===== config.mk =====
export PLATFORM = sky130hd
export DESIGN_NAME = chte_hash
export DESIGN_NICKNAME = d
export VERILOG_FILES = /design/src/sv/chte_pkg.sv /design/src/sv/chte_hash.sv
export SDC_FILE = /design/constraint.sdc
export NUM_CORES = 1
export LEC_CHECK = 0
export BUFFER_PORTS_ARGS = -buffer_cell sky130_fd_sc_hd__buf_2
export CAP_MARGIN = 25
export CORE_ASPECT_RATIO = 1.1
export CORE_UTILIZATION = 60
export DETAILED_ROUTE_END_ITERATION = 12
export GPL_TIMING_DRIVEN = 1
export PLACE_DENSITY_LB_ADDON = 0.05
export REMOVE_ABC_BUFFERS = 1
export SYNTH_ARGS = -nofsm -noshare
export SYNTH_HDL_FRONTEND = slang
export SYNTH_SLANG_ARGS = --single-unit

===== constraint.sdc =====
create_clock -name clk -period 6.4 [get_ports clk]
set_clock_uncertainty 0.15 [all_clocks]
set_input_delay 0.64 -clock clk [delete_from_list [all_inputs] [get_ports clk]]
set_output_delay 0.64 -clock clk [all_outputs]
set_load 0.02 [all_outputs]

===== src/sv/chte_pkg.sv =====
// chte_pkg: shared types and constants of the chained hash table engine.
// No dependencies.
package chte_pkg;

    localparam logic [31:0] HASH_MUL = 32'h045d9f3b;

    typedef enum logic [1:0] {
        CMD_INSERT = 2'd0,
        CMD_DELETE = 2'd1,
        CMD_LOOKUP = 2'd2,
        CMD_NONE   = 2'd3
    } cmd_t;

    typedef enum logic [2:0] {
        ST_INSERTED = 3'd0,
        ST_UPDATED  = 3'd1,
        ST_SAME     = 3'd2,
        ST_FOUND    = 3'd3,
        ST_MISSING  = 3'd4,
        ST_NO_SPACE = 3'd5
    } status_t;

endpackage


===== src/sv/chte_hash.sv =====
// chte_hash: two-stage pipelined key hash giving the bucket index.
// Depends on chte_pkg.
module chte_hash #(
    parameter int BUCKETS = 256
) (
    input  logic                       clk,
    input  logic [31:0]                key,
    output logic [$clog2(BUCKETS)-1:0] bucket
);
    logic [31:0] h1_reg;
    logic [31:0] h2;
    logic [31:0] h3_reg;
    logic [31:0] h4;
    logic [31:0] bucket_full;

    always_comb
    begin
        h2 = (h1_reg >> 16) ^ h1_reg;
        h4 = (h3_reg >> 16) ^ h3_reg;
        bucket_full = h4 % BUCKETS;
    end

    always_ff @(posedge clk)
    begin
        h1_reg <= ((key >> 16) ^ key) * chte_pkg::HASH_MUL;
        h3_reg <= h2 * chte_pkg::HASH_MUL;
    end

    assign bucket = bucket_full[$clog2(BUCKETS)-1:0];
endmodule


* Word-level counts from Yosys, hierarchy flattened *
Cells that the tools add are included.

cells by class
  multiply operators = 2
  bitwise gates (word level) = 3

operators by type and width
  operator                                                               count
  16-bit by 32-bit bitwise XOR with 32-bit output                        2
  32-bit by 27-bit multiplier with 24-bit output, second input constant  1
  32-bit by 27-bit multiplier with 32-bit output, second input constant  1
  8-bit bitwise XOR                                                      1

word-level totals
  flip-flop bits (word level) = 56
  logic and storage cells = 7
  output and inout bits = 8
  input port bits = 33

* Depth between registers and ports, before layout *
  depth after elaboration = 2
  depth in mapped cells = 25
  depth with buffers taken out = 25

* Worst setup path before layout *
OpenSTA, ideal clock, no wires.

  kind = input-to-reg
  from = in key[7]
  to = reg h1_reg[28]
  data arrival time = 6.410 ns
  setup time = 0.123 ns
  stages on the path = 22
  setup slack = -0.283 ns
  required time = 6.127 ns
  buffers on the path = 0
  path through = xor2_1 > inv_1 > fa_1 > inv_1 > ha_1 > inv_1 > fa_1 > fa_1 > fa_1 > inv_1 > fa_1 > inv_1 > fa_1 > inv_1 > ha_1 > a21o_1 > a21o_1 > a221oi_2 > o41ai_4 > a221oi_2 > o21bai_1 > xor2_1

on the way
  word-level cells in the longest chain between the ends = 2

ends and longest elaborated chain
  element                                          RTL line         RTL
  start, declared                                  chte_hash.sv:7   input logic [31:0] key,
  16-bit by 32-bit bitwise XOR with 32-bit output  chte_hash.sv:25  h1_reg <= ((key >> 16) ^ key) * chte_pkg::HASH_MUL;
  32-bit by 27-bit multiplier with 32-bit output   chte_hash.sv:25
  end signal, assigned                             chte_hash.sv:25
  end, declared                                    chte_hash.sv:10  logic [31:0] h1_reg;

Every way passes these cells.

* Worst setup path in the final report *
  from = in key[9]
  to = reg h1_reg[31]

Same word-level chain as after synthesis.

==> flow_metrics.env <==
export IMPL_ios=41
export IMPL_synth_warnings=0
export IMPL_wl_per_cell_um=18.95
export IMPL_cts_sinks=48
export IMPL_fmax_ghz=0.1594
export IMPL_worstRegToRegCells=23
export IMPL_path_class="in -> reg"
export IMPL_area_growth_pct=18.55
export IMPL_worstPathMaxFanout=3
export IMPL_hold_class="reg -> reg"
export IMPL_yosysTopAreaCellShare_pct=39.34
export IMPL_grt_ovfl_total=0
export IMPL_synth_largest_area_cell="fa_1"
export IMPL_gp_congestion=0.9648
export IMPL_drt_iter0_markers=424
export IMPL_hold_viol=0
export IMPL_dieArea_um2=27380
export IMPL_drtAntennaViolNets=0
export IMPL_fin_setup_tns_ns=0
export IMPL_antenna_found_initial=0
export IMPL_min_path_cells=2
export IMPL_setup_violations=0
export IMPL_crit_path_frequent_cell="fa_1"
export IMPL_syn_cell_area_um2=16030
export IMPL_max_stage_delay_ns=0.64
export IMPL_synth_common_cells="640 x inv_1, 315 x fa_1, 276 x ha_1"
export IMPL_design_core_area_um2=26140
export IMPL_rows=62
export IMPL_grt_usage_pct=34.40
export IMPL_clock_latency_ns=0.31
export IMPL_cts_root_buf="clkbuf_16"
export IMPL_numCtsBuffers=5
export IMPL_drive_gt1_share_pct=18.83
export IMPL_fp_dieW_um=157.9
export IMPL_postSynthAreaPerCell_um2=9.565
export IMPL_cts_max_level=2
export IMPL_post_route_period_util_pct=98.04
export IMPL_worstMarginPinSlew_ns=0.7053
export IMPL_ys_top_cells_by_area="fa_1 39%, ha_1 22%, inv_1 15%, xnor2_1 6.1%, dfxtp_1 6.0%"
export IMPL_grt_pass1_vias=12955
export IMPL_crit_slowest_cell="fa_1"
export IMPL_r2r_start="h1_reg[27]$_DFF_P_"
export IMPL_initial_core_util_pct=61.32
export IMPL_diodes=0
export IMPL_run_status="complete, no violations"
export IMPL_hp_start="h1_reg[0]$_DFF_P_"
export IMPL_ys_ff_latch=48
export IMPL_max_cap_viol_count=0
export IMPL_port_buffers=40
export IMPL_synth_edf_count=0
export IMPL_slew_violations=0
export IMPL_cp_arrival_ns=6.31
export IMPL_drc=0
export IMPL_routed_wirelength_mm=43.82
export IMPL_syn_inst=1676
export IMPL_clk_pin_slew_worst_paths_ns=0.07
export IMPL_clk_path_buf_depth=2
export IMPL_start_kind="input pin"
export IMPL_crit_required_ns=6.44
export IMPL_min_to="h3_reg[0]$_DFF_P_"
export IMPL_dr_total_vias=11545
export IMPL_endpoint_kind="flop"
export IMPL_vias_per_cell=4.994
export IMPL_cts_tree="built"
export IMPL_yosysMostFrequentCell="inv_1"
export IMPL_dr_pass1_iters=4
export IMPL_cts_hold_buffers=0
export IMPL_final_nets=2583
export IMPL_min_period_ns=6.275
export IMPL_slew_headroom_pct=52.64
export IMPL_regToRegSetupSlack_ns=0.20
export IMPL_r2r_end="h3_reg[22]$_DFF_P_"
export IMPL_async_reset_ff_share_pct=0
export IMPL_grt_pass1_wl_mm=67.92
export IMPL_path_cells="buf_2 -> xnor2_1 -> inv_1 -> buf_4 -> buf_4 -> ha_1 -> inv_1 -> fa_1 -> inv_1 -> fa_1 -> fa_1 -> fa_1 -> fa_1 -> inv_1 -> fa_1 -> inv_1 -> ha_1 -> or2_2 -> or4_4 -> o221ai_4 -> o21ai_2 -> xnor2_1"
export IMPL_grt_max_degree=17
export IMPL_largest_reg_flops=32
export IMPL_ys_flop_type="dfxtp_1"
export IMPL_synth_distinct_cells=53
export IMPL_place_hpwl_mm=40.38
export IMPL_die_h_um=173.4
export IMPL_ys_seq_area_share_pct=5.994
placed cells by master (no fill, tap or decap), types with 9 or more instances in the layout:
cell / n
xor2_1: 50
o21ai_0: 18
or2_2: 11
a21oi_1: 21
ha_1: 267
inv_2: 9
xnor2_2: 10
xnor2_1: 103
buf_4: 235
nand2_1: 23
nor2_1: 38
buf_2: 40
dfxtp_1: 46
inv_1: 631
a21o_1: 20
fa_1: 311
layer usage:
layer / global-route usage [%] / part of all wire [%] / up-vias
met1: 35.01 / 35 / 5687
met4: 22.86 / 7.8 / 0
li1: - / - / 5443
met3: 3.150 / 3.0 / 138
met5: 0 / 0 / -
met2: 65.35 / 54 / 277
per-stage QoR:
stage | worst slack (ns) | area (um2) | hold slack [ns] | cells | util (%)
after global routing | -0.04962 | 19010 | 0.5616 | 2312 | 72.70
after floorplan | -0.2833 | 16030 | 0.4225 | 1676 | -
after detailed placement | -0.4157 | 18440 | 0.5252 | 2302 | 70.54
final | 0.1252 | 19010 | 0.5356 | 2312 | 72.70
after CTS | 0.001543 | 18680 | 0.5360 | 2310 | 71.47
after global placement | -0.3017 | 18440 | 0.5139 | 2302 | 70.54
worst max path at each step:
stage            start  cells after the start                 end  slack (ns)
2_1_floorplan   key[7]                     22  h1_reg[28]$_DFF_P_       -0.28
3_3_place_gp   key[13]                     20  h1_reg[28]$_DFF_P_       -0.30
3_5_place_dp   key[13]                     20  h1_reg[28]$_DFF_P_       -0.42
4_1_cts         key[8]                     23  h1_reg[31]$_DFF_P_       0.002
5_1_grt         key[9]                     23  h1_reg[28]$_DFF_P_       -0.05
6_report        key[9]                     22  h1_reg[31]$_DFF_P_        0.13
kinds of logic after synthesis:
family,synth area share (%)
buffers and inverters,14.98
adder cells (fa/ha/maj),60.88
XOR/XNOR,9.436
AO/OA/AOI/OAI,5.401
AND/OR/NAND/NOR,3.309
flip-flops,5.994
cell type report:
cell class                      count  area [um2]
Timing Repair Buffer              276        1984
Sequential cell                    48       963.4
Clock inverter                      3       68.82
Multi-Input combinational cell    988       13020
Tap cell                          352       440.4
Inverter                          640        2402
Fill cell                        2056        7137
Clock buffer                        5       125.1
repair_timing:
action,in CTS,in global routing
buffers inserted,0,2
endpoints found under the setup margin,9,15
pin swaps,0,25
resized for setup,8,58
worst max-delay path, delay by kind of cell:
kind                     cells  cell delay [ns]
adder cells (fa/ha/maj)      8             3.50
XOR/XNOR                     2             0.37
buffers and inverters        8             0.73
AND/OR/NAND/NOR              2             0.87
AO/OA/AOI/OAI                2             0.21
Power is left out: the tool's default activity adds up to more than one toggle a clock period on the data nets, which glitch-free logic cannot reach.
